$ cat src/rtl/sbpp_pkg.sv
// ----------------------------------------------------------------------------
// sbpp_pkg
// Shared constants, result codes and controller/datapath interface structs
// for the servo bus packet parser.
// ----------------------------------------------------------------------------
package sbpp_pkg;

  localparam int BYTE_W = 8;
  localparam int STAT_W = 2;
  localparam int IDX_W  = 6;

  // Header byte, sent twice to open a packet
  localparam logic [BYTE_W-1:0] HDR_BYTE = 8'hFF;
  // Length byte counts instruction and checksum on top of the parameters
  localparam logic [BYTE_W-1:0] LEN_BIAS = 8'd2;

  // Result status codes
  localparam logic [STAT_W-1:0] ST_OK       = 2'd0;
  localparam logic [STAT_W-1:0] ST_CSUM_ERR = 2'd1;
  localparam logic [STAT_W-1:0] ST_TOO_LONG = 2'd2;

  // Commands from controller to datapath
  typedef struct packed {
    logic              clr;         // start of packet: clear frame registers
    logic              ld_id;       // capture id byte
    logic              ld_len;      // capture length byte
    logic              ld_instr;    // capture instruction byte
    logic              wr_param;    // store parameter byte, advance position
    logic              res_single;  // load a single result with res_status
    logic [STAT_W-1:0] res_status;
    logic              rd_start;    // rewind the emit index
    logic              rd_param;    // read buffer at emit index, load result
    logic              emit_adv;    // advance the emit index
  } sbpp_cmd_t;

  // Status from datapath to controller
  typedef struct packed {
    logic hdr_match;   // current byte is a header byte
    logic body_more;   // parameter bytes still expected
    logic too_long;    // declared count exceeds the buffer
    logic sum_ok;      // current byte matches the inverted running sum
    logic count_zero;  // packet has no parameters
    logic emit_last;   // emit index points at the final parameter
    logic out_last;    // held result is the final one of the packet
  } sbpp_stat_t;

endpackage

$ cat src/rtl/servo_bus_packet_parser.sv
// ----------------------------------------------------------------------------
// servo_bus_packet_parser
// Parses header-framed servo bus instruction packets and reports each packet
// as a burst of parameter results, or one status result.
// ----------------------------------------------------------------------------
// Input: one byte per cycle while parsing; in_stall holds the input while a
// result waits. A status-only result is valid in the cycle after the
// checksum beat; a parameter burst begins with a buffer read state. Each
// parameter is read through the RAM's registered read port, the next once
// the last is taken; the burst ends with the input back in header hunt.
// Reset: synchronous, returns the parser to header hunt; buffer not cleared.
module servo_bus_packet_parser #(
  parameter int MAX_PARAMS = 64
) (
  input  logic                        clk,
  input  logic                        rst_n,
  input  logic                        in_valid,
  output logic                        in_stall,
  input  logic [sbpp_pkg::BYTE_W-1:0] in_rx_byte,
  output logic                        out_valid,
  input  logic                        out_stall,
  output logic [sbpp_pkg::STAT_W-1:0] out_packet_status,
  output logic [sbpp_pkg::BYTE_W-1:0] out_sender_id,
  output logic [sbpp_pkg::BYTE_W-1:0] out_instruction_code,
  output logic [sbpp_pkg::BYTE_W-1:0] out_param_total,
  output logic [sbpp_pkg::IDX_W-1:0]  out_param_index,
  output logic [sbpp_pkg::BYTE_W-1:0] out_param_value,
  output logic                        out_param_present,
  output logic                        out_last_of_packet
);

  import sbpp_pkg::*;

  sbpp_cmd_t  cmd;
  sbpp_stat_t stat;

  // Sequencer
  sbpp_ctrl u_ctrl (
    .clk       (clk),
    .rst_n     (rst_n),
    .in_valid  (in_valid),
    .in_stall  (in_stall),
    .out_valid (out_valid),
    .out_stall (out_stall),
    .stat      (stat),
    .cmd       (cmd)
  );

  // Frame fields, buffer and result register
  sbpp_dp #(
    .MAX_PARAMS (MAX_PARAMS)
  ) u_dp (
    .clk              (clk),
    .rx_byte          (in_rx_byte),
    .cmd              (cmd),
    .stat             (stat),
    .packet_status    (out_packet_status),
    .sender_id        (out_sender_id),
    .instruction_code (out_instruction_code),
    .param_total      (out_param_total),
    .param_index      (out_param_index),
    .param_value      (out_param_value),
    .param_present    (out_param_present),
    .last_of_packet   (out_last_of_packet)
  );

endmodule

$ cat src/rtl/sbpp_ram.sv
// ----------------------------------------------------------------------------
// sbpp_ram
// Generic single-write, single-read RAM with registered read data.
// ----------------------------------------------------------------------------
module sbpp_ram #(
  parameter int WIDTH = 8,
  parameter int DEPTH = 64
) (
  input  logic                     clk,
  input  logic                     wr_en,
  input  logic [$clog2(DEPTH)-1:0] wr_addr,
  input  logic [WIDTH-1:0]         wr_data,
  input  logic                     rd_en,
  input  logic [$clog2(DEPTH)-1:0] rd_addr,
  output logic [WIDTH-1:0]         rd_data
);

  logic [WIDTH-1:0] mem_r [DEPTH];
  logic [WIDTH-1:0] rd_data_r;

  // Write port
  always_ff @(posedge clk) begin
    if (wr_en) begin
      mem_r[wr_addr] <= wr_data;
    end
  end

  // Registered read port, holds until the next read
  always_ff @(posedge clk) begin
    if (rd_en) begin
      rd_data_r <= mem_r[rd_addr];
    end
  end

  assign rd_data = rd_data_r;

endmodule

$ cat src/rtl/sbpp_ctrl.sv
// ----------------------------------------------------------------------------
// sbpp_ctrl
// Packet parser controller: header hunt, field sequencing and result burst.
// ----------------------------------------------------------------------------
module sbpp_ctrl (
  input  logic                clk,
  input  logic                rst_n,
  input  logic                in_valid,
  output logic                in_stall,
  output logic                out_valid,
  input  logic                out_stall,
  input  sbpp_pkg::sbpp_stat_t stat,
  output sbpp_pkg::sbpp_cmd_t  cmd
);

  import sbpp_pkg::*;

  typedef enum logic [7:0] {
    S_IDLE  = 8'b0000_0001,
    S_HDR   = 8'b0000_0010,
    S_ID    = 8'b0000_0100,
    S_LEN   = 8'b0000_1000,
    S_INSTR = 8'b0001_0000,
    S_BODY  = 8'b0010_0000,
    S_READ  = 8'b0100_0000,
    S_SEND  = 8'b1000_0000
  } state_t;

  state_t state_r;
  state_t state_nxt;
  logic   busy;
  logic   acc;

  // Hold the input while the result burst runs
  assign busy      = (state_r == S_READ) || (state_r == S_SEND);
  assign in_stall  = busy;
  assign acc       = in_valid && !busy;
  assign out_valid = (state_r == S_SEND);

  // Next state and datapath commands
  always_comb begin
    state_nxt      = state_r;
    cmd            = '0;
    cmd.res_status = ST_OK;
    unique case (state_r)
      S_IDLE: begin
        if (acc && stat.hdr_match) begin
          cmd.clr   = 1'b1;
          state_nxt = S_HDR;
        end
      end
      S_HDR: begin
        if (acc) begin
          state_nxt = stat.hdr_match ? S_ID : S_IDLE;
        end
      end
      S_ID: begin
        if (acc) begin
          cmd.ld_id = 1'b1;
          state_nxt = S_LEN;
        end
      end
      S_LEN: begin
        if (acc) begin
          cmd.ld_len = 1'b1;
          state_nxt  = S_INSTR;
        end
      end
      S_INSTR: begin
        if (acc) begin
          cmd.ld_instr = 1'b1;
          state_nxt    = S_BODY;
        end
      end
      S_BODY: begin
        if (acc) begin
          priority if (stat.body_more) begin
            cmd.wr_param = 1'b1;
          end else if (stat.too_long) begin
            cmd.res_single = 1'b1;
            cmd.res_status = ST_TOO_LONG;
            state_nxt      = S_SEND;
          end else if (!stat.sum_ok) begin
            cmd.res_single = 1'b1;
            cmd.res_status = ST_CSUM_ERR;
            state_nxt      = S_SEND;
          end else if (stat.count_zero) begin
            cmd.res_single = 1'b1;
            cmd.res_status = ST_OK;
            state_nxt      = S_SEND;
          end else begin
            cmd.rd_start = 1'b1;
            state_nxt    = S_READ;
          end
        end
      end
      S_READ: begin
        cmd.rd_param = 1'b1;
        state_nxt    = S_SEND;
      end
      S_SEND: begin
        if (!out_stall) begin
          if (stat.out_last) begin
            state_nxt = S_IDLE;
          end else begin
            cmd.emit_adv = 1'b1;
            state_nxt    = S_READ;
          end
        end
      end
      default: begin
        state_nxt = S_IDLE;
      end
    endcase
  end

  // State register
  always_ff @(posedge clk) begin
    if (!rst_n) begin
      state_r <= S_IDLE;
    end else begin
      state_r <= state_nxt;
    end
  end

endmodule

$ cat src/rtl/sbpp_dp.sv
// ----------------------------------------------------------------------------
// sbpp_dp
// Packet parser datapath: frame fields, running sum, parameter buffer and
// the result register.
// ----------------------------------------------------------------------------
module sbpp_dp #(
  parameter int MAX_PARAMS = 64
) (
  input  logic                                clk,
  input  logic [sbpp_pkg::BYTE_W-1:0]          rx_byte,
  input  sbpp_pkg::sbpp_cmd_t                  cmd,
  output sbpp_pkg::sbpp_stat_t                 stat,
  output logic [sbpp_pkg::STAT_W-1:0]          packet_status,
  output logic [sbpp_pkg::BYTE_W-1:0]          sender_id,
  output logic [sbpp_pkg::BYTE_W-1:0]          instruction_code,
  output logic [sbpp_pkg::BYTE_W-1:0]          param_total,
  output logic [sbpp_pkg::IDX_W-1:0]           param_index,
  output logic [sbpp_pkg::BYTE_W-1:0]          param_value,
  output logic                                 param_present,
  output logic                                 last_of_packet
);

  import sbpp_pkg::*;

  localparam int                AW      = $clog2(MAX_PARAMS);
  localparam logic [BYTE_W-1:0] POS_MAX = BYTE_W'(MAX_PARAMS);

  logic [BYTE_W-1:0] id_r, id_nxt;
  logic [BYTE_W-1:0] count_r, count_nxt;
  logic [BYTE_W-1:0] instr_r, instr_nxt;
  logic [BYTE_W-1:0] sum_r, sum_nxt;
  logic [BYTE_W-1:0] pos_r, pos_nxt;
  logic [AW-1:0]     emit_r, emit_nxt;
  logic [STAT_W-1:0] status_r, status_nxt;
  logic [IDX_W-1:0]  idx_r, idx_nxt;
  logic              present_r, present_nxt;
  logic              last_r, last_nxt;
  logic              ram_wr_en;
  logic [BYTE_W-1:0] ram_q;

  // Status toward the controller
  assign stat.hdr_match  = (rx_byte == HDR_BYTE);
  assign stat.body_more  = (pos_r < count_r);
  assign stat.too_long   = (count_r > POS_MAX);
  assign stat.sum_ok     = (~sum_r == rx_byte);
  assign stat.count_zero = (count_r == '0);
  assign stat.emit_last  = ((BYTE_W'(emit_r) + 8'd1) == count_r);
  assign stat.out_last   = last_r;

  // Frame fields, running sum, emit index and result register
  always_comb begin
    id_nxt      = id_r;
    count_nxt   = count_r;
    instr_nxt   = instr_r;
    sum_nxt     = sum_r;
    pos_nxt     = pos_r;
    emit_nxt    = emit_r;
    status_nxt  = status_r;
    idx_nxt     = idx_r;
    present_nxt = present_r;
    last_nxt    = last_r;
    if (cmd.clr) begin
      id_nxt    = '0;
      count_nxt = '0;
      instr_nxt = '0;
      sum_nxt   = '0;
      pos_nxt   = '0;
    end
    if (cmd.ld_id) begin
      id_nxt  = rx_byte;
      sum_nxt = sum_r + rx_byte;
    end
    if (cmd.ld_len) begin
      sum_nxt   = sum_r + rx_byte;
      count_nxt = (rx_byte >= LEN_BIAS) ? (rx_byte - LEN_BIAS) : rx_byte;
    end
    if (cmd.ld_instr) begin
      instr_nxt = rx_byte;
      sum_nxt   = sum_r + rx_byte;
      pos_nxt   = '0;
    end
    if (cmd.wr_param) begin
      pos_nxt = pos_r + 8'd1;
      sum_nxt = sum_r + rx_byte;
    end
    // Load a lone result: status only, no parameter byte
    if (cmd.res_single) begin
      status_nxt  = cmd.res_status;
      idx_nxt     = '0;
      present_nxt = 1'b0;
      last_nxt    = 1'b1;
    end
    if (cmd.rd_start) begin
      emit_nxt = '0;
    end
    // Load one parameter result; its byte lands in the RAM read register
    if (cmd.rd_param) begin
      status_nxt  = ST_OK;
      idx_nxt     = IDX_W'(emit_r);
      present_nxt = 1'b1;
      last_nxt    = stat.emit_last;
    end
    if (cmd.emit_adv) begin
      emit_nxt = emit_r + AW'(1);
    end
  end

  always_ff @(posedge clk) begin
    id_r      <= id_nxt;
    count_r   <= count_nxt;
    instr_r   <= instr_nxt;
    sum_r     <= sum_nxt;
    pos_r     <= pos_nxt;
    emit_r    <= emit_nxt;
    status_r  <= status_nxt;
    idx_r     <= idx_nxt;
    present_r <= present_nxt;
    last_r    <= last_nxt;
  end

  // Parameter buffer; bytes past its end only feed the sum
  assign ram_wr_en = cmd.wr_param && (pos_r < POS_MAX);

  sbpp_ram #(
    .WIDTH (BYTE_W),
    .DEPTH (MAX_PARAMS)
  ) u_param_ram (
    .clk     (clk),
    .wr_en   (ram_wr_en),
    .wr_addr (pos_r[AW-1:0]),
    .wr_data (rx_byte),
    .rd_en   (cmd.rd_param),
    .rd_addr (emit_r),
    .rd_data (ram_q)
  );

  // Result payload
  assign packet_status    = status_r;
  assign sender_id        = id_r;
  assign instruction_code = instr_r;
  assign param_total      = count_r;
  assign param_index      = idx_r;
  assign param_value      = present_r ? ram_q : '0;
  assign param_present    = present_r;
  assign last_of_packet   = last_r;

endmodule

$ cat config.mk
export PLATFORM = sky130hd
export DESIGN_NAME = servo_bus_packet_parser
export DESIGN_NICKNAME = d
export VERILOG_FILES = /design/src/rtl/sbpp_pkg.sv /design/src/rtl/servo_bus_packet_parser.sv /design/src/rtl/sbpp_ram.sv /design/src/rtl/sbpp_ctrl.sv /design/src/rtl/sbpp_dp.sv
export SDC_FILE = /design/constraint.sdc
export NUM_CORES = 1
export LEC_CHECK = 0
export BUFFER_PORTS_ARGS = -buffer_cell sky130_fd_sc_hd__buf_2
export CORE_MARGIN = 2
export CORE_UTILIZATION = 25
export DETAILED_ROUTE_END_ITERATION = 7
export PLACE_DENSITY = 0.4
export SLEW_MARGIN = 20
export SYNTH_ARGS = -nofsm -noshare
export SYNTH_HDL_FRONTEND = slang
export SYNTH_SLANG_ARGS = --single-unit
$ cat constraint.sdc
create_clock -name clk -period 3.86 [get_ports clk]
set_clock_uncertainty 0.15 [all_clocks]
set_input_delay 0.193 -clock clk [delete_from_list [all_inputs] [get_ports clk]]
set_output_delay 0.193 -clock clk [all_outputs]
set_load 0.005 [all_outputs]
==> results by group, run 1 <==
Synth
  • Synth Register Bits: between 500 and 600
  • Ys async rst share: 0%
  • Top FF cell, synth: edfxtp_1
  • Syn Std Cell Area: 23700 sq um
  • Top post-synthesis cells by count: 573 x edfxtp_1, 133 x mux4_2, 119 x nor2_1
  • XOR/XNOR Fraction of Synth Area: 1.11%
  • EDFF count, synth: 573
  • Yosys top cell by area: edfxtp_1
  • Main area contributors after synthesis: edfxtp_1 72%, mux4_2 13%, nor2_1 1.9%
  • Average instance area after synthesis: ~19 sq um
  • Synth cell types: between 60 and 70
  • Synthesized Nets: roughly 1300
  • Syn Inst Count: 1273
  • Multiplexer share of the synthesized area: 14.1%
  • Compound-Gate Fraction of Synth Area: under 10%
  • YS warnings: 0
  • Top cell type's share of synthesized area: 72.5%
  • Sequential element share of the synthesized area: 73.4%
  • Post-synthesis adder-cell area fraction: 0.980%
  • Largest family of logic cells by synthesized area: multiplexers
  • Post-synthesis simple-gate area fraction: 6.07%
  • Count leader, synth: edfxtp_1

STA
  • Final hold viol count: 0
  • Final setup TNS: 0 ns
  • Post-route minimum period: 3.54 ns
  • Fin crit share: 91.8%
  • RSZ-0062 raised after global routing: false
  • Fmax: about 280 MHz
  • Slew Viols, Final: 0
  • Final setup viols: 0
  • Max_slew headroom: 35.3%
  • Measured slew at the worst slew-check pin: 0.971 ns

Cells and area
  • Utilization after layout: 30.2%
  • Final nets: roughly 1500
  • Post-route cell area: 28600 sq um
  • Share of cells above drive strength 1: 27.9%
  • # fillers: slightly above 9000
  • Area delta synth->final: 20.5%

Status
  • Outcome: finished, final reports clean

CTS
  • Maximum buffer depth of the clock tree: 3
  • Num CTS Buffers: 69
  • Worst-skew pair later-pin latency: about 0.6 ns
  • Root Buffer: clkbuf_16
  • Clock Pin Slew Worst Setup and Hold Paths: about 0.06 ns
  • CTS Sinks: 584
  • H-tree Lvls: 3
  • TritonCTS clock tree: built

Drt
  • Iteration-0 DRC Markers: 1078
  • Pre-Repair DR Iteration Count: 5
  • Remaining DRCs: 0
  • Vias: around 13000
  • DR vias/cell: 4.50
  • Post-DRT Antenna Nets: 0
  • Final wirelength: 67300 um
  • Routed len/inst: 24.1 um

Global routing
  • Vias in the first global route: 13200
  • Initial antenna violation count: 3
  • First-pass GRT wire length: between 90000 and 100000 um
  • GRT Residual Overflow: 0
  • GRT Overall Usage: between 10% and 20%
  • Largest net degree at the start of global routing: 71

Floorplan
  • Initial Utilization: 25.1%
  • Chip height: 312 um
  • IO Count: 56
  • Die ar.: slightly below 100000 sq um
  • Die X: 312 um
  • Core area: 94600 sq um
  • Row count: 113

Worst setup path
  • Worst setup path category: flop to flop
  • Worst EP required: 4.03 ns
  • Crit end category: flop
  • Critical-path top delay cell: edfxtp_1
  • Crit path buffers/inverters: 2
  • CP Cell Sequence: ha_1, and2_1, a221oi_1, o211ai_1, nor4_2, nand2_1, buf_4, nor2_1, buf_4
  • Max incr delay on CP: 0.50 ns
  • CP max FO: 8
  • Delay-heaviest family, CP: simple AND/OR/NAND/NOR gates
  • Critical path's most frequent cell: buf_4
  • Worst setup SP type: flop
  • Worst Path Arrival: 3.71 ns

Placement
  • Cell Area, Placed: 26400 sq um
  • PortBufs: 55
  • DPL Wire Length: 43200 um
  • RD Place Congestion: 0.781

Power
  • Power Dens Cells: 474 nW/um^2
  • Pleak: 9.34 nW
  • Power Total: 13.6 mW
  • Peak VDD IR: roughly 0.29 mV

Hold path
  • Class of the worst hold path: input pin to flop

Job
  • Maxcap violations: 0
## cells in the final DEF (no fill, tap or decap), types with 7 or more instances in the layout
cell	count
nor3_1	13
nor2b_1	7
clkinv_2	11
buf_4	116
and2_1	24
edfxtp_1	573
buf_12	9
clkbuf_1	12
dfxtp_1	11
nand2_1	45
a21oi_1	21
nand3_1	31
xnor2_1	21
a22oi_1	14
mux4_2	133
nor2_1	118
xor2_1	9
mux2i_1	32
clkbuf_16	72
ha_1	17
dlygate4sd3_1	7
or3_1	10
inv_1	18
buf_2	55
nand4_1	10
nand2b_1	8
clkinv_1	16
a221oi_1	8
o21ai_0	28
## routing by layer
| metal | global-route usage, % | wire [um] | vias up |
|---|---|---|---|
| met5 | 0 | 11 | - |
| met4 | 4.27 | 1830 | 2 |
| met3 | 2.83 | 2830 | 100 |
| met2 | 21.8 | 31300 | 268 |
| met1 | 19.2 | 31300 | 6647 |
| li1 | - | - | 5560 |
## state kept, by name (all words and copies together), names as in the netlist
register                  count
u_dp.u_param_ram.mem_r      512
u_ctrl.state_r                8
u_dp.instruction_code         8
u_dp.param_total              8
u_dp.pos_r                    8
u_dp.sender_id                8
u_dp.sum_r                    8
u_dp.u_param_ram.rd_data      8
u_dp.emit_r                   6
u_dp.param_index              6
u_dp.packet_status            2
u_dp.last_of_packet           1
u_dp.param_present            1
## worst min-delay path, stage by stage
cell and delay, ns:
buf_2 0.18, inv_1 0.18, nor2_1 0.07
## final timing paths
kind | cells after the start | from | slack (ns) | endpoint
hold reg to reg | 2 | u_dp.packet_status[1]$_SDFFE_PP0P_ | 0.32 | u_dp.packet_status[1]$_SDFFE_PP0P_
setup / recovery | 9 | u_dp.pos_r[7]$_SDFFCE_PN0P_ | 0.32 | u_dp.u_param_ram.mem_r[44][0]$_DFFE_PP_
hold / removal | 3 | in_rx_byte[0] | 0.04 | u_dp.param_total[0]$_SDFFCE_PN0P_
setup reg to reg | 9 | u_dp.pos_r[7]$_SDFFCE_PN0P_ | 0.32 | u_dp.u_param_ram.mem_r[44][0]$_DFFE_PP_
## kinds of logic (layout without fill, tap and decap cells)
family / after synthesis / after routing
other: 0 / 1
adders and majority gates: 18 / 18
buffers and inverters: 73 / 329
muxes: 167 / 167
xor gates and xnor gates: 30 / 30
and+or+nand+nor: 297 / 297
AOI/OAI and AO/OA: 104 / 104
DFF: 584 / 584
## power breakdown
group	switching [mW]	internal, mW	total (mW)	leakage (nW)
clock network	2.60	3.68	6.27	1.06
registers	0.0122	6.96	6.97	5.33
logic	0.230	0.0842	0.315	2.95
## area by class of cell
| class | count | area, sq um | share of cell area, % |
|---|---|---|---|
| Multi-Input combinational cell | 616 | 5960 | 20.9 |
| Clock buffer | 84 | 1850 | 6.46 |
| Timing Repair Buffer | 187 | 1400 | 4.88 |
| Clock inverter | 39 | 312 | 1.09 |
| Sequential cell | 584 | 17400 | 60.9 |
| Inverter | 19 | 71.3 | 0.249 |
| Tap cell | 1265 | 1580 | 5.53 |
| Antenna cell | 1 | 2.50 | 0.00875 |
## stage by stage
stage | hold slack (ns) | setup WS (ns) | instances
6_report | 0.0436 | 0.316 | 2795
5_1_grt | 0.0241 | 0.000694 | 2794
3_3_place_gp | 0.298 | 0.249 | 2664
4_1_cts | 0.0116 | 0.286 | 2794
3_5_place_dp | 0.299 | 0.302 | 2664
2_1_floorplan | 0.132 | 0.775 | 1273
## what timing repair did
item	in CTS	in global routing
buffers inserted	0	0
hold buffers	7	0
endpoints found under the setup margin	0	4
gates resized for setup	0	1
endpoints found under the hold margin	25	0
Note: power is estimated with default switching activity, not from simulation.
==> run 2, diff against run 1 <==
CELL_PAD_IN_SITES_DETAIL_PLACEMENT = 0   (was unset)
CELL_PAD_IN_SITES_GLOBAL_PLACEMENT = 1   (was unset)
PLACE_DENSITY = 0.44   (was 0.4)
==> run 2 against run 1 <==
Die area did not move. Power decreased by 0.23%. Largest power group unchanged. Clock power about the same. Via count is 0.75% lower. Critical endpoint is now u_dp.u_param_ram.mem_r[12][1]$_DFFE_PP_.
==> results by group, run 2 (same netlist as run 1, synthesis figures left out) <==
Cells and area
  • # fillers: 9306 (was 9314)
  • Most common cell after layout, fill and taps aside: edfxtp_1 (unchanged)
  • Max reg flops: 512 (unchanged)
  • Utilization after layout: 30.1% (was 30.2%)
  • Area delta synth->final: 19.9% (was 20.5%)
  • Share of cells above drive strength 1: 27.0% (was 27.9%)
  • Most frequent cells in the layout: 573 x edfxtp_1, 133 x mux4_2, 119 x nor2_1, 102 x buf_4, 71 x clkbuf_16 (was 573 x edfxtp_1, 133 x mux4_2, 118 x nor2_1, 116 x buf_4, 72 x clkbuf_16)
  • Register Area: 17400 sq um (unchanged)
  • Final nets: 1493 (was 1507)
  • Multi-input logic area: 5970 sq um (was 5960 sq um)
  • Most flops, register: u_dp.u_param_ram.mem_r (unchanged)

Worst setup path
  • Worst EP required: 3.94 ns (was 4.03 ns)
  • Crit path buffers/inverters: 1 (was 2)
  • Worst Path Arrival: 3.49 ns (was 3.71 ns)
  • Delay-heaviest family, CP: simple AND/OR/NAND/NOR gates (unchanged)
  • CP max FO: 8 (unchanged)
  • Crit end category: flop (unchanged)
  • Critical-path top delay cell: nor2_1 (was edfxtp_1)
  • Worst setup path category: flop to flop (unchanged)
  • CP Cell Sequence: ha_1, and2_1, a221oi_1, o211ai_1, nor4_2, nand2_1, buf_4, nor2_1 (was ha_1, and2_1, a221oi_1, o211ai_1, nor4_2, nand2_1, buf_4, nor2_1, buf_4)
  • Worst setup SP type: flop (unchanged)
  • Max incr delay on CP: 0.59 ns (was 0.50 ns)

Floorplan
  • IO Count: 56 (unchanged)
  • Core area: 94600 sq um (unchanged)
  • Chip height: 312 um (unchanged)
  • Die ar.: 97400 sq um (unchanged)
  • Row count: 113 (unchanged)
  • Die X: 312 um (unchanged)
  • Initial Utilization: 25.1% (unchanged)

Placement
  • DPL Wire Length: 43600 um (was 43200 um)
  • RD Place Congestion: 0.759 (was 0.781)
  • PortBufs: 55 (unchanged)

Drt
  • Iteration-0 DRC Markers: 933 (was 1078)
  • Pre-Repair DR Iteration Count: 5 (unchanged)
  • DR vias/cell: 4.49 (was 4.50)
  • Remaining DRCs: 0 (unchanged)
  • Post-DRT Antenna Nets: 0 (unchanged)
  • Routed len/inst: 24.0 um (was 24.1 um)
  • Vias: 12500 (was 12600)
  • Final wirelength: 66700 um (was 67300 um)

Global routing
  • GRT Residual Overflow: 0 (unchanged)
  • GRT Overall Usage: 13.7% (was 13.8%)
  • First-pass GRT wire length: 96700 um (was 97300 um)
  • Initial antenna violation count: 5 (was 3)
  • Vias in the first global route: 13100 (was 13200)
  • Largest net degree at the start of global routing: 71 (unchanged)

CTS
  • Postcts setup bufs: 0 (unchanged)
  • Worst-skew pair later-pin latency: 0.62 ns (was 0.61 ns)
  • Cts hold-fix bufs: 9 (was 7)
  • Root Buffer: clkbuf_16 (unchanged)
  • Maximum buffer depth of the clock tree: 3 (unchanged)
  • H-tree Lvls: 3 (unchanged)
  • TritonCTS clock tree: built (unchanged)
  • Clock Pin Slew Worst Setup and Hold Paths: 0.06 ns (about the same)
  • Post-CTS resize count: 0 (unchanged)
  • Num CTS Buffers: 70 (was 69)
  • CTS Sinks: 584 (unchanged)

STA
  • Fin crit share: 88.2% (was 91.8%)
  • Post-route minimum period: 3.40 ns (was 3.54 ns)
  • RSZ-0062 raised after global routing: false (unchanged)
  • Final setup TNS: 0 ns (unchanged)
  • Max_slew headroom: 36.7% (was 35.3%)
  • Fmax: 294 MHz (was 282 MHz)
  • Measured slew at the worst slew-check pin: 0.949 ns (was 0.971 ns)
  • Slew Viols, Final: 0 (unchanged)
  • Final hold viol count: 0 (unchanged)
  • Final setup viols: 0 (unchanged)

Power
  • Clock power frac: 46.1% (was 46.3%)
  • Net Sw Frac: 21.3% (was 20.9%)
  • Flop pwr share: 51.5% (was 51.4%)
  • Power Dens Cells: 475 nW/um^2 (was 474 nW/um^2)
  • Comb power frac: 2.4% (was 2.3%)
  • Int Power: 10.6 mW (was 10.7 mW)
  • Pleak: 9.25 nW (was 9.34 nW)
  • Peak VDD IR: 0.237 mV (was 0.288 mV)
  • Psw: 2.88 mW (was 2.84 mW)

Hold path
  • Class of the worst hold path: input pin to flop (unchanged)

Status
  • Outcome: finished, final reports clean (unchanged)

Job
  • Maxcap violations: 0 (unchanged)
## run 2: metal layers
layer	wire length [um]	share of wire [%]	GRT usage (%)
met5	0	0	0
met4	1400	2.1	3.84
met3	3300	5.0	2.84
met2	31400	47	21.9
met1	30600	46	19.0
## run 2: metrics by stage
step	instance area (sq um)	std cells	setup slack [ns]	total power, mW	hold slack, ns
after floorplan	23700	1273	0.775	7.23	0.132
after global placement	26200	2647	0.506	7.42	0.307
after detailed placement	26200	2647	0.415	7.42	0.304
after CTS	28500	2782	0.403	13.7	0.0252
after global routing	28500	2782	0.218	14.0	0.0497
final	28500	2783	0.456	13.5	0.0563
## run 2: area by class of cell
type                    count  share of cell area, %
flip-flops and latches    584                   61.2
well taps                1265                   5.56
clock buffers              86                   6.44
diodes                      1                0.00879
clock inverters            40                   1.16
repair buffers            172                   4.39
inverters                  19                  0.250
multi-input cells         616                   21.0
## run 2: power groups by stage
| stage | logic, mW | registers [mW] | clock network, mW |
|---|---|---|---|
| floorplan | 0.134 | 7.10 | 0 |
| detailed placement | 0.319 | 7.10 | 0 |
| global placement | 0.317 | 7.10 | 0 |
| CTS | 0.330 | 6.97 | 6.44 |
| finish | 0.320 | 6.97 | 6.24 |
| global route | 0.361 | 6.97 | 6.67 |
## run 2: worst paths after layout
path | slack [ns] | end | cells after the start | start
min | 0.06 | u_dp.sum_r[3]$_DFFE_PP_ | 4 | in_rx_byte[3]
min reg2reg | 0.34 | u_dp.packet_status[1]$_SDFFE_PP0P_ | 2 | u_dp.packet_status[1]$_SDFFE_PP0P_
max reg2reg | 0.46 | u_dp.u_param_ram.mem_r[12][1]$_DFFE_PP_ | 8 | u_dp.pos_r[7]$_SDFFCE_PN0P_
max | 0.46 | u_dp.u_param_ram.mem_r[12][1]$_DFFE_PP_ | 8 | u_dp.pos_r[7]$_SDFFCE_PN0P_
## run 2: worst min-delay path: cells and delay by family
family,cells,cell delay (ns)
AND/OR/NAND/NOR,1,0.09
buffers and inverters,1,0.12
adder cells (fa/ha/maj),1,0.21
XOR/XNOR,1,0.08
